===== config.mk =====
export PLATFORM = sky130hd
export DESIGN_NAME = eopg_divider
export DESIGN_NICKNAME = d
export VERILOG_FILES = /design/src/hw/rtl/eopg_pkg.sv /design/src/hw/rtl/eopg_divider.sv
export SDC_FILE = /design/constraint.sdc
export NUM_CORES = 1
export LEC_CHECK = 0
export ABC_AREA = 1
export BUFFER_PORTS_ARGS = -buffer_cell sky130_fd_sc_hd__buf_2
export CAP_MARGIN = 20
export CORE_MARGIN = 2
export CORE_UTILIZATION = 62
export DETAILED_ROUTE_END_ITERATION = 10
export GPL_ROUTABILITY_DRIVEN = 0
export PLACE_DENSITY = 0.84
export SYNTH_ARGS = -nofsm -noshare
export SYNTH_HDL_FRONTEND = slang
export SYNTH_SLANG_ARGS = --single-unit
export TNS_END_PERCENT = 30

===== constraint.sdc =====
create_clock -name clock -period 2.6 [get_ports clock]
set_input_delay 0.52 -clock clock [delete_from_list [all_inputs] [get_ports clock]]
set_output_delay 0.52 -clock clock [all_outputs]
set_load 0.02 [all_outputs]

===== src/hw/rtl/eopg_pkg.sv =====
// Package for the ellipse outline point generator.
// Holds the shared constants, the overlay mode codes and the arctangent table.
// No dependencies.
`timescale 1ns / 1ps

package eopg_pkg;

   // Default field widths
   localparam int COORD_BITS_DEF = 12;
   localparam int ANGLE_BITS_DEF = 16;

   // Fixed field widths
   localparam int REG_W  = 13;
   localparam int IDX_W  = 13;
   localparam int MODE_W = 2;

   // CORDIC datapath: x/y in Q30 with headroom, z in 2^-32 turn units
   localparam int CORDIC_STEPS = 30;
   localparam int CORDIC_W     = 34;
   localparam int Z_W          = 32;
   localparam int FRAC_BITS    = 30;
   localparam logic signed [CORDIC_W-1:0] CORDIC_X0 = CORDIC_W'(652032874);

   // Overlay register reset value
   localparam logic [REG_W-1:0] OVERLAY_RESET = REG_W'(4096);

   // Register indexes
   localparam logic CSR_WIDTH  = 1'b0;
   localparam logic CSR_HEIGHT = 1'b1;

   typedef enum logic [MODE_W-1:0] {
      MODE_NONE   = 2'd0,
      MODE_COMMIT = 2'd1,
      MODE_LIVE   = 2'd2
   } mode_type;

   // atan(2^-k) in 2^-32 turn units
   function automatic logic signed [Z_W-1:0] atan_turn32(input int k);
      logic signed [Z_W-1:0] v;
      case (k)
         0:  v = 32'sd536870912;
         1:  v = 32'sd316933406;
         2:  v = 32'sd167458907;
         3:  v = 32'sd85004756;
         4:  v = 32'sd42667331;
         5:  v = 32'sd21354465;
         6:  v = 32'sd10679838;
         7:  v = 32'sd5340245;
         8:  v = 32'sd2670163;
         9:  v = 32'sd1335087;
         10: v = 32'sd667544;
         11: v = 32'sd333772;
         12: v = 32'sd166886;
         13: v = 32'sd83443;
         14: v = 32'sd41722;
         15: v = 32'sd20861;
         16: v = 32'sd10430;
         17: v = 32'sd5215;
         18: v = 32'sd2608;
         19: v = 32'sd1304;
         20: v = 32'sd652;
         21: v = 32'sd326;
         22: v = 32'sd163;
         23: v = 32'sd81;
         24: v = 32'sd41;
         25: v = 32'sd20;
         26: v = 32'sd10;
         27: v = 32'sd5;
         28: v = 32'sd3;
         29: v = 32'sd1;
         default: v = '0;
      endcase
      return v;
   endfunction

endpackage


===== src/hw/rtl/eopg_divider.sv =====
// Pipelined restoring divider: angle = floor(index * 2^ANGLE_BITS / segs).
// One quotient bit per stage. Depends on eopg_pkg.
`timescale 1ns / 1ps

module eopg_divider #(
   parameter int COORD_BITS = eopg_pkg::COORD_BITS_DEF,
   parameter int ANGLE_BITS = eopg_pkg::ANGLE_BITS_DEF,
   parameter int SIDE_W     = 4 * COORD_BITS + 1
) (
   input  logic                  clock,
   input  logic                  reset,
   input  logic                  adv,
   input  logic                  in_valid,
   input  logic [SIDE_W-1:0]     in_side,
   input  logic [COORD_BITS:0]   segs,
   input  logic [COORD_BITS:0]   rem_init,
   output logic                  out_valid,
   output logic [SIDE_W-1:0]     out_side,
   output logic [ANGLE_BITS-1:0] angle
);
   import eopg_pkg::*;

   localparam int C = COORD_BITS;
   localparam int A = ANGLE_BITS;

   logic              vld_ff  [A];
   logic [SIDE_W-1:0] side_ff [A];
   logic [C:0]        segs_ff [A];
   logic [C:0]        rem_ff  [A];
   logic [A-1:0]      quo_ff  [A];

   for (genvar k = 0; k < A; k++) begin : g_stage
      logic              v_prev;
      logic [SIDE_W-1:0] s_prev;
      logic [C:0]        d_prev, r_prev;
      logic [A-1:0]      q_prev;
      logic [C+1:0]      rem2;
      logic              ge;
      logic [C:0]        rem_in;
      logic [A-1:0]      quo_in;

      if (k == 0) begin : g_first
         assign v_prev = in_valid;
         assign s_prev = in_side;
         assign d_prev = segs;
         assign r_prev = rem_init;
         assign q_prev = '0;
      end else begin : g_next
         assign v_prev = vld_ff[k-1];
         assign s_prev = side_ff[k-1];
         assign d_prev = segs_ff[k-1];
         assign r_prev = rem_ff[k-1];
         assign q_prev = quo_ff[k-1];
      end

      // Shift in a zero bit, subtract the divisor when it fits
      always_comb begin
         rem2   = {r_prev, 1'b0};
         ge     = (rem2 >= {1'b0, d_prev});
         rem_in = ge ? (C + 1)'(rem2 - {1'b0, d_prev}) : (C + 1)'(rem2);
         quo_in = {q_prev[A-2:0], ge};
      end

      always_ff @(posedge clock) begin
         if (reset) begin
            vld_ff[k] <= 1'b0;
         end else if (adv) begin
            vld_ff[k] <= v_prev;
         end
      end

      always_ff @(posedge clock) begin
         if (adv) begin
            side_ff[k] <= s_prev;
            segs_ff[k] <= d_prev;
            rem_ff[k]  <= rem_in;
            quo_ff[k]  <= quo_in;
         end
      end
   end

   assign out_valid = vld_ff[A-1];
   assign out_side  = side_ff[A-1];
   assign angle     = quo_ff[A-1];

endmodule


Word level (Yosys, flattened, before mapping)
Memories as Yosys holds them, arrays and structs flattened.
Cells that the tools add are included.
{"block": "totals", "reg_bits": 0, "latch_bits": 0, "mem_bits_rw": 1472, "romBits": 0, "in_bits": 79, "out_inout_bits": 66, "elab_cells": 91, "n_memories": 5}
{"block": "classes", "add_sub_neg": 16, "multipliers": 0, "div": 0, "magnitude_cmp": 16, "n_eq_ne": 0, "shifts": 0, "n_mux": 38, "bitwise_logic": 16, "n_reduce_logical": 0}
{"name": "side_ff", "depth": 16, "word_bits": 49, "read_ports": 16, "rd_ports_with_merged_regs": 0, "wr": 16, "line_no": "eopg_divider.sv:27", "text": "logic [SIDE_W-1:0] side_ff [A];"}
{"name": "quo_ff", "depth": 16, "word_bits": 16, "read_ports": 16, "rd_ports_with_merged_regs": 0, "wr": 16, "line_no": "eopg_divider.sv:30", "text": "logic [A-1:0] quo_ff [A];"}
{"name": "rem_ff", "depth": 16, "word_bits": 13, "read_ports": 15, "rd_ports_with_merged_regs": 0, "wr": 16, "line_no": "eopg_divider.sv:29", "text": "logic [C:0] rem_ff [A];"}
{"name": "segs_ff", "depth": 16, "word_bits": 13, "read_ports": 15, "rd_ports_with_merged_regs": 0, "wr": 16, "line_no": "eopg_divider.sv:28", "text": "logic [C:0] segs_ff [A];"}
{"name": "vld_ff", "depth": 16, "word_bits": 1, "read_ports": 16, "rd_ports_with_merged_regs": 0, "wr": 16, "line_no": "eopg_divider.sv:26", "text": "logic vld_ff [A];"}
{"cell": "14-bit by 13-bit >= comparator with 1-bit output", "n": 16}
{"cell": "13-bit two-way mux", "n": 16}
{"cell": "13-bit subtractor", "n": 16}
{"cell": "1-bit two-way mux", "n": 22}
{"cell": "1-bit bitwise OR", "n": 16}

Logic depth before layout (Yosys ltp)
{"block": "logic_depth", "depth_word": 4, "depth_mapped": 12, "depth_no_buf": 12}

Worst setup path after synthesis
OpenSTA, ideal clock, no wires.
{"block": "synth_path", "path_kind": "input-to-reg", "from": "input port segs[0]", "to": "memory rem_ff[0][1] (netlist name) (data pin)", "setup_ps": 253, "t_arrival_ps": 1775, "required_ps": 2347, "slack_ps": 572, "stages": 11, "n_path_buf": 1, "cell_sequence": "inv_1 -> fa_1 -> nand2_1 -> nand2_1 -> nand3_1 -> nand2_1 -> nand2_4 -> nand3_4 -> buf_6 -> nand2_2 -> o21ai_2"}
{"element": "from (decl)", "line_no": "eopg_divider.sv:15", "text": "input logic [COORD_BITS:0] segs,"}
{"element": "to (decl)", "line_no": "eopg_divider.sv:29"}

==> results.json <==
{
  "crit_required_ns": 3.10,
  "synth-xor-area-share": 0.0120,
  "mostFrequentLayoutCell": "edfxtp_1",
  "synth_top_family_by_area": "simple AND/OR/NAND/NOR gates",
  "fin_total_pwr_mw": 65.9,
  "io_buffers": 144,
  "regArea_mm2": 0.0398,
  "skew_ns": 0.0495,
  "design_area_mm2": 0.0653,
  "grt_pass1_vias": 33500,
  "crit_fanout": 21,
  "critPathCaptureType": "flop",
  "synthMuxAreaShare": 0,
  "placed_cells": 6024,
  "multiInputGateArea_mm2": 0.0141,
  "status": "finished with violations",
  "grt_usage": 0.220,
  "wl_um": 104000,
  "slew_headroom": 0.464,
  "final_cell_mix": "1,326 x edfxtp_1, 1,082 x nand2_1, 840 x inv_1",
  "hold_viol": 0,
  "synth_nets": 4907,
  "dpl_worst_slack_ns": 0.133,
  "cts_root_buf": "clkbuf_16",
  "path_clk_slew_ns": 0.06,
  "path_class": "input port to flop",
  "clock_path_buffers": 3,
  "num_rows": 111,
  "synth_fa_ha_area_frac": 0.0501,
  "grt_pass1_wl_um": 166000,
  "whs_ns": 0.128,
  "cts_buffers": 131,
  "dieWidth_um": 309,
  "syn_inst": 4606,
  "startpoint_type": "input port",
  "n_fill_cell": 5957,
  "fin_nets": 5277,
  "rsz0062_at_grt": "no",
  "worst_pin_slew_ns": 0.805,
  "cts_htree_levels": 4,
  "via_count": 33600,
  "vias_per_cell": 5.31,
  "ir_drop_v": 0.000763,
  "ys_ff_latch": 1326,
  "yosysSeqAreaShare": 0.690,
  "design.die.area_mm2": 0.0955,
  "initialDrtViolationCount": 2816,
  "syn_to_final_growth_pct": 13.1,
  "synth_cell_types": 34,
  "utilization": 0.710,
  "setup_slack_ns": -0.000173,
  "violations": "design-rule violations, negative setup slack",
  "wl_per_cell_um": 16.4,
  "worstPathArrival_ns": 3.10,
  "finalMaxSlewViolations": 0,
  "power.density_mw_per_mm2": 1010,
  "hpwl_um": 66800,
  "cts_tree": "built",
  "overflow": 0,
  "die_y_um": 309,
  "clock_sinks": 1326,
  "worstSkewPairLatency_ns": 0.75,
  "postCtsSetupRepairBufs": 0,
  "dr.pass1.iters": 11,
  "antenna_left": 0,
  "post-route-period-util": 1.00,
  "max_freq_mhz": 385,
  "maxCapViolCount": 0,
  "setup-violations-final": 1,
  "grt_max_degree": 92,
  "yosysWarnings": 0,
  "core_area_mm2": 0.0919,
  "timing.final.crit_period_ns": 2.60,
  "netlist_area_mm2": 0.0577,
  "drc_errors": 1,
  "synth-compound-area-share": 0.0248,
  "yosys.area_share.simple": 0.158,
  "drive_gt1_frac": 0.166,
  "initial_core_util": 0.628,
  "avgSynthCellArea_um2": 12.5,
  "antenna_found_initial": 1,
  "ios": 145,
  "min_path_type": "input port to flop",
  "leakage_nw": 28.2,
  "placed_cell_area_mm2": 0.0604,
  "finalSetupTns_ns": -0.000173,
  "finalNonFillerCells": 6326,
  "rrSetupSlack_ns": 0.19
}
## kinds of logic after synthesis
group	count (synthesis)
DFF	1326
xor gates and xnor gates	79
AOI/OAI and AO/OA	181
adders and majority gates	222
buffers and inverters	922
and+or+nand+nor	1876
## synth_stat cells
cell         n  share of area
nand4_2      3        0.00065
o31ai_1      1        0.00013
nand4_1    150          0.016
nor3_1       3        0.00026
xor2_1      79          0.012
nor2_4      26         0.0051
nand4_4     11         0.0041
nor2_2      47         0.0051
nand3_2     67          0.012
o21ai_2     93          0.014
inv_1      840          0.055
buf_2        3        0.00026
nand3_4      8         0.0024
nor2_1     139         0.0090
o21ai_0      1       0.000087
fa_1        15         0.0052
a21oi_1     62         0.0054
clkbuf_1     1       0.000065
buf_8        2        0.00052
edfxtp_1  1326           0.69
inv_2       36         0.0023
nand2_2    124          0.013
o21ai_1      8        0.00069
ha_1       207          0.045
buf_12       2        0.00069
nor3_2       1        0.00017
buf_6       27         0.0053
nand2_1   1082          0.070
or2_2        1        0.00011
nand2_4      6         0.0012
buf_4       11         0.0014
nand3_1    208          0.018
o211ai_1     1        0.00013
a21oi_4     15         0.0042
## final cells by class
type	instances	area share
Clock buffer	155	0.0519
Inverter	876	0.0504
Clock inverter	84	0.0134
Tap cell	1243	0.0238
Timing Repair Buffer	283	0.0339
Sequential cell	1326	0.610
Antenna cell	1	0.0000383
Multi-Input combinational cell	2358	0.216
## flip-flops by register name, summed over array words and instances (netlist names)
name,cells
quo_ff,136
rem_ff,195
segs_ff,195
side_ff,784
vld_ff,16
## worst paths after layout
check	from	to	cells after the start
worst max register to register	rem_ff[0][95]	rem_ff[1][3]	9
worst min-delay path	in_valid	vld_ff[0][0]	3
worst max-delay path	segs[10]	rem_ff[0][0]	12
worst min register to register	side_ff[6][44]	side_ff[7][44]	0
## power breakdown
| part | internal (mW) | total, mW | switching (mW) |
|---|---|---|---|
| logic | 6.59 | 18.9 | 12.3 |
| registers | 27.2 | 28.6 | 1.39 |
| clock network | 10.4 | 18.4 | 8.05 |
## critical path, cell delays in order
cell	delay (ns)
dlygate4sd3_1	0.54
buf_2	0.13
inv_1	0.04
ha_1	0.38
nand2_2	0.14
inv_2	0.06
nand2_2	0.10
inv_1	0.09
a21oi_4	0.37
nand3_4	0.38
nand2_1	0.23
inv_1	0.08
## metal layers
metal | GRT usage | up-vias | part of all wire
li1 | - | 16200 | -
met1 | 0.268 | 15800 | 0.40
met2 | 0.377 | 1155 | 0.50
met3 | 0.0421 | 390 | 0.058
met4 | 0.111 | 0 | 0.047
met5 | 0 | - | 0
## what timing repair did
item                                    4_1_cts  5_1_grt
endpoints found under the setup margin        0        8
hold buffers                                 62        0
endpoints found under the hold margin        62        0
gates resized for setup                       0        1
(Power assumes the default switching activity.)
