[src/hw/rtl/eopg_pkg.sv]
// Package for the ellipse outline point generator.
// Holds the shared constants, the overlay mode codes and the arctangent table.
// No dependencies.
`timescale 1ns / 1ps

package eopg_pkg;

   // Default field widths
   localparam int COORD_BITS_DEF = 12;
   localparam int ANGLE_BITS_DEF = 16;

   // Fixed field widths
   localparam int REG_W  = 13;
   localparam int IDX_W  = 13;
   localparam int MODE_W = 2;

   // CORDIC datapath: x/y in Q30 with headroom, z in 2^-32 turn units
   localparam int CORDIC_STEPS = 30;
   localparam int CORDIC_W     = 34;
   localparam int Z_W          = 32;
   localparam int FRAC_BITS    = 30;
   localparam logic signed [CORDIC_W-1:0] CORDIC_X0 = CORDIC_W'(652032874);

   // Overlay register reset value
   localparam logic [REG_W-1:0] OVERLAY_RESET = REG_W'(4096);

   // Register indexes
   localparam logic CSR_WIDTH  = 1'b0;
   localparam logic CSR_HEIGHT = 1'b1;

   typedef enum logic [MODE_W-1:0] {
      MODE_NONE   = 2'd0,
      MODE_COMMIT = 2'd1,
      MODE_LIVE   = 2'd2
   } mode_type;

   // atan(2^-k) in 2^-32 turn units
   function automatic logic signed [Z_W-1:0] atan_turn32(input int k);
      logic signed [Z_W-1:0] v;
      case (k)
         0:  v = 32'sd536870912;
         1:  v = 32'sd316933406;
         2:  v = 32'sd167458907;
         3:  v = 32'sd85004756;
         4:  v = 32'sd42667331;
         5:  v = 32'sd21354465;
         6:  v = 32'sd10679838;
         7:  v = 32'sd5340245;
         8:  v = 32'sd2670163;
         9:  v = 32'sd1335087;
         10: v = 32'sd667544;
         11: v = 32'sd333772;
         12: v = 32'sd166886;
         13: v = 32'sd83443;
         14: v = 32'sd41722;
         15: v = 32'sd20861;
         16: v = 32'sd10430;
         17: v = 32'sd5215;
         18: v = 32'sd2608;
         19: v = 32'sd1304;
         20: v = 32'sd652;
         21: v = 32'sd326;
         22: v = 32'sd163;
         23: v = 32'sd81;
         24: v = 32'sd41;
         25: v = 32'sd20;
         26: v = 32'sd10;
         27: v = 32'sd5;
         28: v = 32'sd3;
         29: v = 32'sd1;
         default: v = '0;
      endcase
      return v;
   endfunction

endpackage

[src/hw/rtl/eopg_setup.sv]
// Entry stage: center, radii, segment count and the per-word flags.
// Depends on eopg_pkg.
`timescale 1ns / 1ps

module eopg_setup #(
   parameter int COORD_BITS = eopg_pkg::COORD_BITS_DEF,
   parameter int SIDE_W     = 4 * COORD_BITS + 1
) (
   input  logic                          clock,
   input  logic                          reset,
   input  logic                          adv,
   input  logic                          in_valid,
   input  logic [COORD_BITS-1:0]         start_x,
   input  logic [COORD_BITS-1:0]         start_y,
   input  logic [COORD_BITS-1:0]         end_x,
   input  logic [COORD_BITS-1:0]         end_y,
   input  logic [eopg_pkg::MODE_W-1:0]   overlay_mode,
   input  logic [eopg_pkg::IDX_W-1:0]    sample_index,
   output logic                          out_valid,
   output logic [SIDE_W-1:0]             side,
   output logic [COORD_BITS:0]           segs,
   output logic [COORD_BITS:0]           rem_init
);
   import eopg_pkg::*;

   localparam int C   = COORD_BITS;
   localparam int CMP = (C + 1 > IDX_W) ? C + 1 : IDX_W;

   logic [C:0]   sum_x, sum_y, dif_x, dif_y;
   logic [C-1:0] cx, cy;
   logic [C-2:0] rx, ry, rmax;
   logic [C:0]   segs_in;
   logic         mode_ok, preview, live, last;
   logic [CMP-1:0] idx_w, segs_w;

   logic             vld_ff;
   logic [SIDE_W-1:0] side_ff;
   logic [C:0]       segs_ff, rem_ff;

   // Center and half extents
   always_comb begin
      sum_x   = {1'b0, start_x} + {1'b0, end_x};
      sum_y   = {1'b0, start_y} + {1'b0, end_y};
      dif_x   = (end_x > start_x) ? {1'b0, end_x} - {1'b0, start_x}
                                  : {1'b0, start_x} - {1'b0, end_x};
      dif_y   = (end_y > start_y) ? {1'b0, end_y} - {1'b0, start_y}
                                  : {1'b0, start_y} - {1'b0, end_y};
      cx      = sum_x[C:1];
      cy      = sum_y[C:1];
      rx      = dif_x[C-1:1];
      ry      = dif_y[C-1:1];
      rmax    = (rx > ry) ? rx : ry;
      segs_in = {rmax, 2'b00};
   end

   // Flags
   always_comb begin
      mode_ok = (overlay_mode == MODE_COMMIT) || (overlay_mode == MODE_LIVE);
      preview = (overlay_mode == MODE_LIVE);
      idx_w   = CMP'(sample_index);
      segs_w  = CMP'(segs_in);
      live    = mode_ok && (rx != '0) && (ry != '0) && (idx_w < segs_w);
      last    = live && (idx_w == segs_w - CMP'(1));
   end

   always_ff @(posedge clock) begin
      if (reset) begin
         vld_ff <= 1'b0;
      end else if (adv) begin
         vld_ff <= in_valid;
      end
   end

   always_ff @(posedge clock) begin
      if (adv) begin
         side_ff <= {last, live, preview, ry, rx, cy, cx};
         segs_ff <= segs_in;
         rem_ff  <= live ? (C + 1)'(sample_index) : '0;
      end
   end

   assign out_valid = vld_ff;
   assign side      = side_ff;
   assign segs      = segs_ff;
   assign rem_init  = rem_ff;

endmodule

[config.mk]
export PLATFORM = sky130hd
export DESIGN_NAME = eopg_setup
export DESIGN_NICKNAME = d
export VERILOG_FILES = /design/src/hw/rtl/eopg_pkg.sv /design/src/hw/rtl/eopg_setup.sv
export SDC_FILE = /design/constraint.sdc
export NUM_CORES = 1
export LEC_CHECK = 0
export BUFFER_PORTS_ARGS = -buffer_cell sky130_fd_sc_hd__buf_2
export CAP_MARGIN = 20
export CORE_UTILIZATION = 40
export CTS_BUF_LIST = sky130_fd_sc_hd__clkbuf_8
export DETAILED_ROUTE_END_ITERATION = 7
export GPL_TIMING_DRIVEN = 1
export HOLD_SLACK_MARGIN = 0.08
export SLEW_MARGIN = 20
export SYNTH_ARGS = -nofsm -noshare
export SYNTH_HDL_FRONTEND = slang
export SYNTH_SLANG_ARGS = --single-unit
[constraint.sdc]
create_clock -name clock -period 8.5 [get_ports clock]
set_input_delay 0.85 -clock clock [delete_from_list [all_inputs] [get_ports clock]]
set_output_delay 0.85 -clock clock [all_outputs]
set_load 0.01 [all_outputs]
# [Word level (Yosys, flattened, before mapping)]
# Cells that the tools add are included.
[op_classes] order_cmp=4 add_sub_neg=7 n_mux=3 reduce_logical=7 n_eq_ne=3
[ops] operator="$sub A12 B12 Y12" n=4
[ops] operator="$add A12 B12 Y13" n=2
[ops] operator="$gt A12 B12 Y1" n=2
[ops] operator="$mux W12" n=2
[ops] operator="$reduce_bool A11 Y1" n=2
[ops] operator="$eq A13 B13 Y1" n=1
[ops] operator="$lt A13 B13 Y1" n=1
[ops] operator="$sub A13 B1 Y13 const B" n=1
[ops] operator="$gt A11 B11 Y1" n=1
[ops] operator="$mux W11" n=1
[ops] operator="$logic_and A1 B1 Y1" n=4
[ops] operator="$eq A2 B1 Y1 const B" n=1
[ops] operator="$eq A2 B2 Y1 const B" n=1
[ops] operator="$logic_or A1 B1 Y1" n=1
[word_totals] in_bits=67 word_cells=28 register_bits=74

# [Logic depth before layout (Yosys ltp)]
[depth] ltp_word=7 depth_mapped=33

# [Worst setup path before layout]
# No wires, ideal clock.
[synth_path] kind="input to register" start="input start_x[4]" end="register side_ff[48] (netlist: side[48]), data pin" setup_ps=168 n_path_buf=3 t_required_ps=8332 cell_stages=31 t_arrival_ps=6825 path_slack_ps=1507 cell_sequence="inv_1 ha_1 clkbuf_1 nand3_1 or4_4 and2_4 and2_0 a2111oi_0 o21ai_0 and2_1 ha_1 nand3_1 nor2_1 a2bb2oi_1 o21a_1 clkbuf_1 clkbuf_1 nor2_1 a21oi_1 ha_1 nor2b_1 o21ai_0 nand2b_1 a21oi_1 o21ai_0 a211oi_1 o21ai_0 a211o_1 nor3_1 and2_4 nor4b_4"
[synth_between] elab_chain_len=7 word_cells_on_any_way=14
[synth_lines] element="from (decl)" line="eopg_setup.sv:13" rtl="input logic [COORD_BITS-1:0] start_x,"
[synth_lines] element="$sub A12 B12 Y12, or another cell as far along" line="eopg_setup.sv:45" rtl=": {1'b0, start_x} - {1'b0, end_x};"
[synth_lines] element="$mux W12 (*)" line="eopg_setup.sv:44" rtl="dif_x = (end_x > start_x) ? {1'b0, end_x} - {1'b0, start_x}"
[synth_lines] element="named net dif_x[10]" line="eopg_setup.sv:29" rtl="logic [C:0] sum_x, sum_y, dif_x, dif_y;"
[synth_lines] element="$gt A11 B11 Y1 or $reduce_bool A11 Y1 (tied branches)" line="eopg_setup.sv:52, eopg_setup.sv:62"
[synth_lines] element="$mux W11 or $logic_and A1 B1 Y1 (tied branches)" line="eopg_setup.sv:52, eopg_setup.sv:62"
[synth_lines] element="$sub A13 B1 Y13, or another cell as far along" line="eopg_setup.sv:63" rtl="last = live && (idx_w == segs_w - CMP'(1));"
[synth_lines] element="$eq A13 B13 Y1 or $logic_and A1 B1 Y1 (tied branches)" line="eopg_setup.sv:63, eopg_setup.sv:62"
[synth_lines] element="$logic_and A1 B1 Y1 (*)" line="eopg_setup.sv:63"
[synth_lines] element="named net last" line="eopg_setup.sv:33" rtl="logic mode_ok, preview, live, last;"
[synth_lines] element="to (signal assigned)" line="eopg_setup.sv:76" rtl="side_ff <= {last, live, preview, ry, rx, cy, cx};"
[synth_lines] element="to (decl)" line="eopg_setup.sv:37" rtl="logic [SIDE_W-1:0] side_ff;"
# Mark *: on every way through the listed nets, which the timed path passes. The rest lies on a longest branch.
# A chain may end at the register's enable or synchronous reset.

# [Worst setup path in the final report]
[layout_path] start="input start_x[4]" end="register rem_ff[0] (netlist: rem_init[0]), data pin"
[layout_between] elab_chain_len=6 word_cells_on_any_way=11
[layout_lines] element="$sub A12 B12 Y12, or another cell as far along" line="eopg_setup.sv:45"
[layout_lines] element="$mux W12 (*)" line="eopg_setup.sv:44"
[layout_lines] element="named net dif_x[10]" line="eopg_setup.sv:29"
[layout_lines] element="$gt A11 B11 Y1 or $reduce_bool A11 Y1 (tied branches)" line="eopg_setup.sv:52, eopg_setup.sv:62"
[layout_lines] element="$mux W11 or $logic_and A1 B1 Y1 (tied branches)" line="eopg_setup.sv:52, eopg_setup.sv:62"
[layout_lines] element="$lt A13 B13 Y1 or $logic_and A1 B1 Y1 (tied branches)" line="eopg_setup.sv:62" rtl="live = mode_ok && (rx != '0) && (ry != '0) && (idx_w < segs_w);"
[layout_lines] element="$logic_and A1 B1 Y1 (*)" line="eopg_setup.sv:62"
[layout_lines] element="to (signal assigned)" line="eopg_setup.sv:78" rtl="rem_ff <= live ? (C + 1)'(sample_index) : '0;"
[layout_lines] element="to (decl)" line="eopg_setup.sv:38" rtl="logic [C:0] segs_ff, rem_ff;"
# Marked as above.

==> qor.csv <==
stage;metric;value;unit
layout;nets;1095;
setup_path;startpoint types;input pin;
timing;Final Slew Violations;0;
clock_network;CTS Root Cell;clkbuf_8;
pwr;Pleak;0.003816;uW
grt;final global-route overflow total;0;
timing;RSZ-0062 raised after global routing;no;
grt;number of global-route vias before repair;5846;
grt;Most Crowded Layer GR;met2;
timing;slew margin rel.;31.45;%
synthesis;cell area after synthesis;7249;um^2
setup_path;crit path kind;input pin to register;
place;I/O Buffers;140;
grt;initial antenna violation count;0;
synthesis;ys async rst share;0;%
synthesis;Cells after Synth;793;
synthesis;synth top area cells;edfxtp_1 (30%), ha_1 (16%), inv_1 (5.3%), a21oi_1 (4.5%), xnor2_1 (3.0%);
grt;GR Util met2;31.13;%
clock_network;postcts setup bufs;0;
layout;# fillers;1740;
timing;Tightest Pin Transition;1.028;ns
drt;via-per-instance ratio;5.305;
place;Post-DP Area;8164;um^2
setup_path;CP most frequent cell;o21ai_0;
layout;design area;8347;um^2
layout;Synth-to-Final Area Change;15.14;%
drt;drt first-iter violations;303;
synthesis;Yosys top cell by area;edfxtp_1;
synthesis;Post-synth EDFFs;73;
synthesis;#FFs+latches synth;74;
grt;pin count of the biggest net entering global routing;75;
setup_path;critical-path maximum fanout;16;
layout;share of cells above drive strength 1;21.11;%
timing;min cycle time layout;7.042;ns
layout;Reg area;2212;um^2
floorplanning;Die W;136.6;um
floorplanning;IO Count;143;
hold_path;HP Class;register to register;
grt;total track usage;20.35;%
synthesis;Synth Area per Inst;9.142;um^2
timing;Final Hold Violating Endpoints;0;
timing;Worst Hold Margin;0.4994;ns
synthesis;synth warn;0;
setup_path;slowest stage cell, crit path;or4_4;
pwr;power per cell area;209.8;nW/um^2
clock_network;CTS tree;done;
synthesis;share of the synthesized area in the top cell type;30.24;%
floorplanning;die area;18670;um^2
synthesis;Synth Flop Type;edfxtp_1;
clock_network;clk sinks;74;
drt;Routed WL per cell;16.03;um
layout;multi-input logic area;4521;um^2
layout;n_diodes;0;
flow_run;max_cap viols;0;
clock_network;CTS Hold Bufs;0;
timing;Fmax;142.0;MHz
drt;Final ANT Viol Nets;0;
clock_network;clock network latency to the later pin of the worst-skew pair;0.37;ns
clock_network;Max clock buf depth;2;
timing;clk_skew;0;ns
drt;Total Wirelength;18560;um
floorplanning;Starting Density;41.48;%
timing;final worst path period share;82.85;%
floorplanning;Die Ht;136.6;um
setup_path;crit path DAT;7.29;ns
grt;global-route wire length before repair;29620;um
synthesis;Distinct cells, synth;82;
place;HPWL after detailed placement;14900;um
pwr;maximum VDD drop;133.1;uV
floorplanning;core region area;17480;um^2
synthesis;sequential element share of the synthesized area;30.51;%
grt;met1 GRT Util;28.71;%
clock_network;CTS Buf Count;9;
drt;DR pass1 iterations;5;
timing;setup TNS;0;ns
floorplanning;row cnt;48;
run_status;outcome;complete, no violations;
grt;met3 usage;3.704;%
drt;DR DRC count;0;
timing;Final setup viols;0;
clock_network;Resized cells post-CTS;0;
setup_path;Crit path largest cell delay;0.60;ns
synthesis;leading cell types by count after synthesis;inv_1 (103), ha_1 (94), edfxtp_1 (73);
clock_network;Worst-path clk slew;0.09;ns
setup_path;CP required;8.75;ns
pwr;Power Total;1751;uW
place;Placer Congestion;0.8975;
drt;detailed-route via count;6143;
clock_network;H-tree depth;3;
synthesis;top-count cell post-synth;inv_1;
setup_path;crit end category;register;
==> metrics by stage <==
step / util, % / cells / worst slack (ns)
CTS: 47.76 / 1158 / 1.475
global placement: 46.71 / 1142 / 1.227
detailed placement: 46.71 / 1142 / 1.073
global route: 47.76 / 1158 / 0.7337
floorplan: - / 794 / 1.507
finish: 47.76 / 1158 / 1.458
==> registers in the layout, indices dropped and copies added, names as in the netlist <==
signal and flops:
out_valid 1, rem_init 13, segs 11, side 49
==> kinds of logic (layout without fill, tap and decap cells) <==
logic type	after synthesis	in the layout	synth area share, %
compound gates	235	235	22.21
simple gates	205	205	16.03
xor+xnor	37	37	4.470
other cells	1	2	0.05173
mux	12	12	1.657
buf+inv	129	268	7.180
flops	74	74	30.51
fa+ha+maj	100	100	17.88
==> report_power, final <==
part	internal (uW)	total (uW)	switching, uW
Combinational	377	954	577
Sequential	508	526	18.0
Clock	111	271	160
Total	996	1750	755
==> critical path: cells and delay by family <==
| family | cells | cell delay, ns |
|---|---|---|
| AOI/OAI and AO/OA | 11 | 2.49 |
| adders and majority gates | 3 | 1.18 |
| buffers and inverters | 3 | 0.39 |
| and+or+nand+nor | 12 | 2.38 |
==> final cells by class <==
class / count / area share [%]
tap: 225 / 3.373
clock buffer: 9 / 1.484
timing repair buffer: 147 / 9.054
inverter: 105 / 4.722
sequential: 74 / 26.50
multi-input combinational: 591 / 54.16
clock inverter: 7 / 0.7045
==> metal layers <==
layer | up-vias | wire length (um)
met2 | 166 | 7923
met3 | 28 | 947
met1 | 2794 | 9305
li1 | 3155 | -
met4 | 0 | 382
met5 | - | 0
==> placed cells by master, fill, tap and decap left out, drive strengths merged, types with 24 or more instances in the layout <==
master    n
ha       94
xnor2    25
inv     109
a21oi    68
nand2    34
nor2     44
and2     24
o21ai    38
buf     147
edfxtp   73
==> worst paths after layout <==
check                                start     endpoint  slack (ns)  cells past startpoint
worst max-delay path            start_x[4]  rem_init[0]        1.46                     29
worst min-delay path             out_valid    out_valid        0.50                      2
worst max register to register   out_valid    out_valid        7.91                      2
worst min register to register   out_valid    out_valid        0.50                      2
Note: power is estimated with default switching activity, not from simulation.
