**src/hw/rtl/eopg_pkg.sv**
```systemverilog
// Package for the ellipse outline point generator.
// Holds the shared constants, the overlay mode codes and the arctangent table.
// No dependencies.
`timescale 1ns / 1ps

package eopg_pkg;

   // Default field widths
   localparam int COORD_BITS_DEF = 12;
   localparam int ANGLE_BITS_DEF = 16;

   // Fixed field widths
   localparam int REG_W  = 13;
   localparam int IDX_W  = 13;
   localparam int MODE_W = 2;

   // CORDIC datapath: x/y in Q30 with headroom, z in 2^-32 turn units
   localparam int CORDIC_STEPS = 30;
   localparam int CORDIC_W     = 34;
   localparam int Z_W          = 32;
   localparam int FRAC_BITS    = 30;
   localparam logic signed [CORDIC_W-1:0] CORDIC_X0 = CORDIC_W'(652032874);

   // Overlay register reset value
   localparam logic [REG_W-1:0] OVERLAY_RESET = REG_W'(4096);

   // Register indexes
   localparam logic CSR_WIDTH  = 1'b0;
   localparam logic CSR_HEIGHT = 1'b1;

   typedef enum logic [MODE_W-1:0] {
      MODE_NONE   = 2'd0,
      MODE_COMMIT = 2'd1,
      MODE_LIVE   = 2'd2
   } mode_type;

   // atan(2^-k) in 2^-32 turn units
   function automatic logic signed [Z_W-1:0] atan_turn32(input int k);
      logic signed [Z_W-1:0] v;
      case (k)
         0:  v = 32'sd536870912;
         1:  v = 32'sd316933406;
         2:  v = 32'sd167458907;
         3:  v = 32'sd85004756;
         4:  v = 32'sd42667331;
         5:  v = 32'sd21354465;
         6:  v = 32'sd10679838;
         7:  v = 32'sd5340245;
         8:  v = 32'sd2670163;
         9:  v = 32'sd1335087;
         10: v = 32'sd667544;
         11: v = 32'sd333772;
         12: v = 32'sd166886;
         13: v = 32'sd83443;
         14: v = 32'sd41722;
         15: v = 32'sd20861;
         16: v = 32'sd10430;
         17: v = 32'sd5215;
         18: v = 32'sd2608;
         19: v = 32'sd1304;
         20: v = 32'sd652;
         21: v = 32'sd326;
         22: v = 32'sd163;
         23: v = 32'sd81;
         24: v = 32'sd41;
         25: v = 32'sd20;
         26: v = 32'sd10;
         27: v = 32'sd5;
         28: v = 32'sd3;
         29: v = 32'sd1;
         default: v = '0;
      endcase
      return v;
   endfunction

endpackage

```
**src/hw/rtl/eopg_scale.sv**
```systemverilog
// Quadrant map, radius scaling and placement against the overlay bounds.
// Two register stages; final fields leave combinationally. Depends on eopg_pkg.
`timescale 1ns / 1ps

module eopg_scale #(
   parameter int COORD_BITS = eopg_pkg::COORD_BITS_DEF,
   parameter int SIDE_W     = 4 * COORD_BITS + 1
) (
   input  logic                                clock,
   input  logic                                reset,
   input  logic                                adv,
   input  logic                                in_valid,
   input  logic [SIDE_W-1:0]                   in_side,
   input  logic [1:0]                          quad,
   input  logic signed [eopg_pkg::CORDIC_W-1:0] cos_q,
   input  logic signed [eopg_pkg::CORDIC_W-1:0] sin_q,
   input  logic [eopg_pkg::REG_W-1:0]          overlay_width,
   input  logic [eopg_pkg::REG_W-1:0]          overlay_height,
   output logic                                out_valid,
   output logic [COORD_BITS-1:0]               pixel_x,
   output logic [COORD_BITS-1:0]               pixel_y,
   output logic                                pixel_valid,
   output logic                                preview_style,
   output logic                                last_sample
);
   import eopg_pkg::*;

   localparam int C   = COORD_BITS;
   localparam int PW  = C - 1 + CORDIC_W;
   localparam int OW  = C + 5;
   localparam int CMW = OW + REG_W;

   logic signed [CORDIC_W-1:0] cs, sn;
   logic [CORDIC_W-1:0]        magx_in, magy_in;

   logic                v1_ff, v2_ff;
   logic [SIDE_W-1:0]   s1_ff, s2_ff;
   logic [CORDIC_W-1:0] magx_ff, magy_ff;
   logic                sgx1_ff, sgy1_ff, sgx2_ff, sgy2_ff;
   logic [PW-1:0]       prx_ff, pry_ff;

   logic [C-1:0] cx, cy;
   logic [C-2:0] rx1, ry1, rx2, ry2;
   logic         preview, live, last;
   logic [C+2:0] px_off, py_off;
   logic signed [OW-1:0] offx, offy, px, py;
   logic         in_x, in_y, draw;

   // Quadrant map and magnitude split
   always_comb begin
      case (quad)
         2'd0: begin
            cs = cos_q;
            sn = sin_q;
         end
         2'd1: begin
            cs = -sin_q;
            sn = cos_q;
         end
         2'd2: begin
            cs = -cos_q;
            sn = -sin_q;
         end
         default: begin
            cs = sin_q;
            sn = -cos_q;
         end
      endcase
      magx_in = cs[CORDIC_W-1] ? CORDIC_W'(-cs) : CORDIC_W'(cs);
      magy_in = sn[CORDIC_W-1] ? CORDIC_W'(-sn) : CORDIC_W'(sn);
   end

   assign rx1 = s1_ff[3*C-2:2*C];
   assign ry1 = s1_ff[4*C-3:3*C-1];

   always_ff @(posedge clock) begin
      if (reset) begin
         v1_ff <= 1'b0;
         v2_ff <= 1'b0;
      end else if (adv) begin
         v1_ff <= in_valid;
         v2_ff <= v1_ff;
      end
   end

   // Stage 1: magnitudes; stage 2: radius products
   always_ff @(posedge clock) begin
      if (adv) begin
         s1_ff   <= in_side;
         magx_ff <= magx_in;
         magy_ff <= magy_in;
         sgx1_ff <= cs[CORDIC_W-1];
         sgy1_ff <= sn[CORDIC_W-1];
         s2_ff   <= s1_ff;
         sgx2_ff <= sgx1_ff;
         sgy2_ff <= sgy1_ff;
         prx_ff  <= PW'(rx1) * PW'(magx_ff);
         pry_ff  <= PW'(ry1) * PW'(magy_ff);
      end
   end

   // Unpack the side word
   always_comb begin
      cx      = s2_ff[C-1:0];
      cy      = s2_ff[2*C-1:C];
      rx2     = s2_ff[3*C-2:2*C];
      ry2     = s2_ff[4*C-3:3*C-1];
      preview = s2_ff[4*C-2];
      live    = s2_ff[4*C-1];
      last    = s2_ff[4*C];
   end

   // Truncate toward zero, place at the center, check the bounds
   always_comb begin
      px_off = prx_ff[PW-1:FRAC_BITS];
      py_off = pry_ff[PW-1:FRAC_BITS];
      offx   = sgx2_ff ? -$signed({2'b00, px_off}) : $signed({2'b00, px_off});
      offy   = sgy2_ff ? -$signed({2'b00, py_off}) : $signed({2'b00, py_off});
      px     = $signed({5'b00000, cx}) + offx;
      py     = $signed({5'b00000, cy}) + offy;
      in_x   = !px[OW-1] && (CMW'($unsigned(px)) < CMW'(overlay_width));
      in_y   = !py[OW-1] && (CMW'($unsigned(py)) < CMW'(overlay_height));
      draw   = live && in_x && in_y && (rx2 != '0) && (ry2 != '0);
   end

   assign out_valid     = v2_ff;
   assign pixel_x       = draw ? px[C-1:0] : '0;
   assign pixel_y       = draw ? py[C-1:0] : '0;
   assign pixel_valid   = draw;
   assign preview_style = preview;
   assign last_sample   = last;

endmodule

```
**config.mk**
```make
export PLATFORM = sky130hd
export DESIGN_NAME = eopg_scale
export DESIGN_NICKNAME = d
export VERILOG_FILES = /design/src/hw/rtl/eopg_pkg.sv /design/src/hw/rtl/eopg_scale.sv
export SDC_FILE = /design/constraint.sdc
export NUM_CORES = 2
export LEC_CHECK = 0
export ABC_AREA = 1
export BUFFER_PORTS_ARGS = -buffer_cell sky130_fd_sc_hd__buf_2
export CELL_PAD_IN_SITES_DETAIL_PLACEMENT = 2
export CELL_PAD_IN_SITES_GLOBAL_PLACEMENT = 2
export CORE_MARGIN = 4
export CORE_UTILIZATION = 41
export DETAILED_ROUTE_END_ITERATION = 6
export PLACE_DENSITY_LB_ADDON = 0.1
export SETUP_SLACK_MARGIN = 0.1
export SYNTH_ARGS = -nofsm -noshare
export SYNTH_HDL_FRONTEND = slang
export SYNTH_SLANG_ARGS = --single-unit
export TNS_END_PERCENT = 5
```
**constraint.sdc**
```tcl
create_clock -name clock -period 8.5 [get_ports clock]
set_input_delay 2.55 -clock clock [delete_from_list [all_inputs] [get_ports clock]]
set_output_delay 2.55 -clock clock [all_outputs]
set_load 0.01 [all_outputs]
```
==> Yosys cells after proc, flatten, opt, wreduce, memory -nomap -nowiden <==
Cells that the tools add are included.
{ "word_totals": {"output_inout_bits": 28, "input_bits": 149, "word_cells": 47, "reg_bits": 262} }
{ "classes": {"n_lt_le_gt_ge": 2, "addsub": 8, "n_eq_ne": 2, "n_reduce_logical": 11, "muxes": 8, "multipliers": 2} }
{ "op_table": {"columns": ["op", "count"], "rows": [
  ["$pmux 34 s3", 2],
  ["$neg 34->34", 4],
  ["$mul 11x34->45", 2],
  ["$mux 33", 2],
  ["$add 13x17->17", 2],
  ["$lt 17x13->1", 2],
  ["$mux 17", 2],
  ["$neg 15->17", 2],
  ["$mux 12", 2],
  ["$reduce_bool 11->1", 2],
  ["$logic_and 1x1->1", 6],
  ["$eq 2x1->1 const B", 1],
  ["$eq 2x2->1 const B", 1],
  ["$logic_not 1->1", 2],
  ["$logic_not 2->1", 1]
]} }

==> Logic depth before layout (Yosys ltp) <==
{ "depth": {"ltp_word": 10, "mapped_depth": 27, "ltp_nobuf": 26} }

==> Worst setup path before layout <==
OpenSTA, ideal clock, no wires.
{ "synth_path": {"path_type": "input -> output", "start": "input overlay_width[4] (netlist bit)", "end": "output pixel_y[10]", "cell_stages": 14, "setup_slack_ns": 1.887, "required_ns": 5.950, "path_buffers": 1, "arrival_time_ns": 4.063, "cell_sequence": "inv_1 > ha_1 > nand2_1 > inv_1 > nand4_1 > o211ai_1 > a31oi_1 > o21ai_0 > nand2_1 > nand3_1 > nor2_1 > nand4_4 > buf_6 > nor2_1"} }
{ "synth_via": {"elab_chain_cells": 7} }
{ "synth_lines": {"columns": ["item", "line_no", "text"], "rows": [
  ["start: declaration", "eopg_scale.sv:17", "input logic [eopg_pkg::REG_W-1:0] overlay_width,"],
  ["$lt 17x13->1", "eopg_scale.sv:121", "in_x = !px[OW-1] && (CMW'($unsigned(px)) < CMW'(overlay_width));"],
  ["$logic_and 1x1->1", "eopg_scale.sv:121", null],
  ["$logic_and 1x1->1 (4 in a row)", "eopg_scale.sv:123", "draw = live && in_x && in_y && (rx2 != '0) && (ry2 != '0);"],
  ["$mux 12", "eopg_scale.sv:128", "assign pixel_y = draw ? py[C-1:0] : '0;"],
  ["end: declaration", "eopg_scale.sv:21", "output logic [COORD_BITS-1:0] pixel_y,"]
]} }
No other way between the ends.

==> Worst setup path in the final report <==
{ "layout_path": {"start": "register prx_ff[30]", "end": "output pixel_y[8]"} }
{ "layout_via": {"elab_chain_cells": 10, "elab_cells_between_ends": 11, "cone_classes": "add/sub: 2; order compare: 1; mux: 2; reduce/logical: 6"} }
{ "layout_lines": {"columns": ["item", "line_no", "text"], "rows": [
  ["start: declaration", "eopg_scale.sv:40", "logic [PW-1:0] prx_ff, pry_ff;"],
  ["start signal: assignment", "eopg_scale.sv:97", "prx_ff <= PW'(rx1) * PW'(magx_ff);"],
  ["$neg 15->17", "eopg_scale.sv:117", "offx = sgx2_ff ? -$signed({2'b00, px_off}) : $signed({2'b00, px_off});"],
  ["$mux 17 (*)", "eopg_scale.sv:117", null],
  ["$add 13x17->17 (*)", "eopg_scale.sv:119", "px = $signed({5'b00000, cx}) + offx;"],
  ["$lt 17x13->1 or $logic_not 1->1 (tied branches)", "eopg_scale.sv:121", null],
  ["$logic_and 1x1->1 (*)", "eopg_scale.sv:121", null],
  ["$logic_and 1x1->1 (*) (4 in a row)", "eopg_scale.sv:123", null],
  ["$mux 12 (*)", "eopg_scale.sv:128", null]
]} }
Mark *: on every way between the ends. The rest lies on a longest branch, timed or not.

==> flow_results.xml <==
<?xml version="1.0" encoding="UTF-8"?>
<metrics>
  <group name="clock_network">
    <metric name="numClockSinks" unit="">202</metric>
    <metric name="cts_buffer_depth" unit="">3</metric>
    <metric name="buffer_cell_driving_the_clock_tree_root" unit="">clkbuf_16</metric>
    <metric name="tritoncts" unit="">yes</metric>
    <metric name="cts_buffers" unit="">27</metric>
    <metric name="insertion_delay" unit="ns">0.63</metric>
    <metric name="ctsHtreeMaxLevel" unit="">1</metric>
    <metric name="clk_pin_slew_worst_paths" unit="ns">0.07</metric>
    <metric name="postCtsHoldBufs" unit="">0</metric>
  </group>
  <group name="synthesis">
    <metric name="syn_area_per_cell" unit="sq um">7.50</metric>
    <metric name="syn_area" unit="sq um">37700</metric>
    <metric name="syn-num-nets" unit="">5960</metric>
    <metric name="ys_ff_latch" unit="">202</metric>
    <metric name="synth-seq-area-share" unit="">0.160</metric>
    <metric name="share_of_flip_flops_with_an_asynchronous_set_or_reset" unit="">0</metric>
    <metric name="yosys_most_used_dff" unit="">edfxtp_1</metric>
    <metric name="postSynthCellCount" unit="">5021</metric>
    <metric name="synth_edf_count" unit="">200</metric>
    <metric name="ys_types" unit="">54</metric>
    <metric name="synth.yosys.warnings" unit="">0</metric>
  </group>
  <group name="timing">
    <metric name="finClkSkew" unit="ns">0.0332</metric>
    <metric name="timing.final.crit_share" unit="">0.926</metric>
    <metric name="worst_slew_margin_rel" unit="">0.277</metric>
    <metric name="maxClockFrequency" unit="MHz">127</metric>
    <metric name="grt_setup_unrepaired" unit="">no</metric>
    <metric name="worstMarginPinSlew" unit="ns">1.08</metric>
    <metric name="report.final.slew_viol_count" unit="">0</metric>
    <metric name="fin_hold_viols" unit="">0</metric>
    <metric name="setup_violators_final" unit="">0</metric>
    <metric name="period_needed" unit="ns">7.87</metric>
    <metric name="timing.setup.tns" unit="ns">0</metric>
  </group>
  <group name="detailed_routing">
    <metric name="detail_route.drc_violations" unit="">0</metric>
    <metric name="post_drt_wl_per_cell" unit="um">23.3</metric>
    <metric name="finalWirelength" unit="um">146000</metric>
    <metric name="drtPass1Iterations" unit="">7</metric>
    <metric name="detail_route.vias_per_cell" unit="">5.35</metric>
    <metric name="via_count" unit="">33500</metric>
    <metric name="drt_iter0_drc" unit="">1791</metric>
    <metric name="ant_nets" unit="">0</metric>
  </group>
  <group name="floorplan">
    <metric name="initial_utilization" unit="">0.416</metric>
    <metric name="ioPinCount" unit="">177</metric>
    <metric name="die-height" unit="um">311</metric>
    <metric name="die_area" unit="sq um">96800</metric>
    <metric name="die_width" unit="um">311</metric>
    <metric name="placement_rows" unit="">110</metric>
    <metric name="placeableCoreArea" unit="sq um">90600</metric>
  </group>
  <group name="global_routing">
    <metric name="first_global_vias" unit="">39200</metric>
    <metric name="track_usage" unit="">0.301</metric>
    <metric name="pin_count_of_the_biggest_net_entering_global_routing" unit="">136</metric>
    <metric name="grt_overflow_total" unit="">0</metric>
    <metric name="grt_first_pass_wirelength" unit="um">228000</metric>
    <metric name="number_of_antenna_violations_at_the_first_check_in_global_routing" unit="">2</metric>
  </group>
  <group name="min_path">
    <metric name="min-delay-path-class" unit="">flop to flop</metric>
    <metric name="holdCritStartpoint" unit="">s1_ff[16]$_DFFE_PP_</metric>
  </group>
  <group name="placed_design">
    <metric name="port_buffers" unit="">176</metric>
    <metric name="dpl.hpwl" unit="um">116000</metric>
    <metric name="gp_congestion" unit="">0.876</metric>
  </group>
  <group name="worst_setup_path">
    <metric name="timing.rr.end" unit="">pry_ff[43]$_DFFE_PP_</metric>
    <metric name="critical_path_arrival" unit="ns">5.32</metric>
    <metric name="worst-endpoint-required" unit="ns">5.95</metric>
    <metric name="cp-end-kind" unit="">output pin</metric>
    <metric name="crit-reg2reg-launch" unit="">s1_ff[39]$_DFFE_PP_</metric>
    <metric name="worstSetupPathType" unit="">flop to output pin</metric>
    <metric name="crit_end" unit="">pixel_y[8]</metric>
    <metric name="r2r.worst_path.cells" unit="">20</metric>
    <metric name="launching_element_type_of_the_critical_path" unit="">flop</metric>
    <metric name="timing.reg2reg.setup_slack" unit="ns">1.90</metric>
    <metric name="crit_fanout" unit="">25</metric>
    <metric name="critPathLaunch" unit="">prx_ff[30]$_DFFE_PP_</metric>
  </group>
  <group name="layout">
    <metric name="final_common_cell" unit="">nand2_1</metric>
    <metric name="layout-drive-gt1-share" unit="">0.0691</metric>
    <metric name="layout.cells.most_common_list" unit="">nand2_1, inv_1, fa_1</metric>
    <metric name="area_delta_synth_final" unit="%">7.00</metric>
    <metric name="fin_nets" unit="">6000</metric>
  </group>
  <group name="outcome">
    <metric name="outcome" unit="">finished, final reports clean</metric>
  </group>
  <group name="run">
    <metric name="drv.max_cap_violation_count" unit="">0</metric>
  </group>
</metrics>
-- cell type report --
class | count | area (sq um)
Tap cell | 1176 | 1470
Antenna cell | 1 | 2.50
Fill cell | 10600 | 50200
Clock inverter | 21 | 180
Clock buffer | 27 | 676
Timing Repair Buffer | 212 | 1170
Sequential cell | 202 | 6050
Inverter | 1138 | 4270
Multi-Input combinational cell | 3480 | 26500
-- synthesized netlist by cell type, drive strengths merged (17+ instances only) --
cell type     n  area share
nand2      1501        0.15
inv        1137        0.11
fa          574        0.30
nor2        320       0.037
o21ai       233       0.032
ha          216       0.072
edfxtp      200        0.16
clkbuf      168       0.017
nand3       167       0.023
a21oi       163       0.022
xor2         98       0.023
nand4        46      0.0080
buf          33      0.0062
nor3         33      0.0046
xnor2        33      0.0077
a31oi        18      0.0032
nor4         17      0.0028
-- stage by stage --
stage | instances | area (sq um) | util | hold WS [ns] | worst slack, ns
after floorplan | 5021 | 37700 | - | 0.400 | 1.89
after global placement | 6205 | 39400 | 0.435 | 0.402 | 1.33
after detailed placement | 6205 | 39400 | 0.435 | 0.407 | 1.17
after CTS | 6253 | 40300 | 0.445 | 0.422 | 0.524
after global routing | 6256 | 40300 | 0.445 | 0.434 | 0.138
final | 6257 | 40300 | 0.445 | 0.421 | 0.626
-- layer usage --
layer,share of wire,global-route usage,routed length (um),up-vias
met1,0.41,0.361,59000,17500
met4,0.040,0.104,5770,0
met3,0.037,0.0309,5340,225
met5,0,0,0,-
li1,-,-,-,15200
met2,0.52,0.559,75500,636
-- flip-flops by register name, summed over array words and instances (netlist names) --
signal / count
s1_ff: 49
s2_ff: 49
magx_ff: 34
magy_ff: 34
prx_ff: 15
pry_ff: 15
out_valid: 1
sgx1_ff: 1
sgx2_ff: 1
sgy1_ff: 1
sgy2_ff: 1
v1_ff: 1
-- worst max-delay path, cell delays in order (launching register included) --
cell	delay, ns
edfxtp_1	0.41
inv_1	0.11
nand3_1	0.13
nor3_1	0.41
a21oi_1	0.17
xor2_1	0.19
ha_1	0.34
a21oi_1	0.17
o21ai_0	0.13
a21oi_1	0.24
o21ai_1	0.14
nand2_1	0.08
nand2_1	0.10
xor2_1	0.16
ha_1	0.30
nand2_1	0.10
nor2_1	0.05
a31oi_1	0.14
nand4_1	0.10
nor2_1	0.10
nand3_1	0.09
nor2_1	0.18
nand4_4	0.42
nor2_1	0.25
buf_2	0.18
-- logic make-up after synthesis --
logic type	share of synthesized area
adder cells (fa/ha/maj)	0.377
XOR/XNOR	0.0306
buffers and inverters	0.136
flip-flops	0.160
AO/OA/AOI/OAI	0.0660
AND/OR/NAND/NOR	0.230
-- what timing repair did --
| action | in CTS | in global routing |
|---|---|---|
| gates resized for setup | 0 | 0 |
| hold endpoints to repair | 0 | 0 |
| setup endpoints to repair | 0 | 1 |
| setup buffers | 0 | 3 |
-- worst min path at each step --
stage                                     end  slack [ns]  cells past startpoint
final                     s2_ff[16]$_DFFE_PP_        0.42                      0
after global routing      s2_ff[22]$_DFFE_PP_        0.43                      0
after CTS                 s2_ff[11]$_DFFE_PP_        0.42                      0
after detailed placement  s2_ff[11]$_DFFE_PP_        0.41                      0
after global placement    s2_ff[11]$_DFFE_PP_        0.40                      0
after floorplan            s2_ff[0]$_DFFE_PP_        0.40                      0
Power is left out: the tool's default activity adds up to more than one toggle a clock period on the data nets, which glitch-free logic cannot reach.
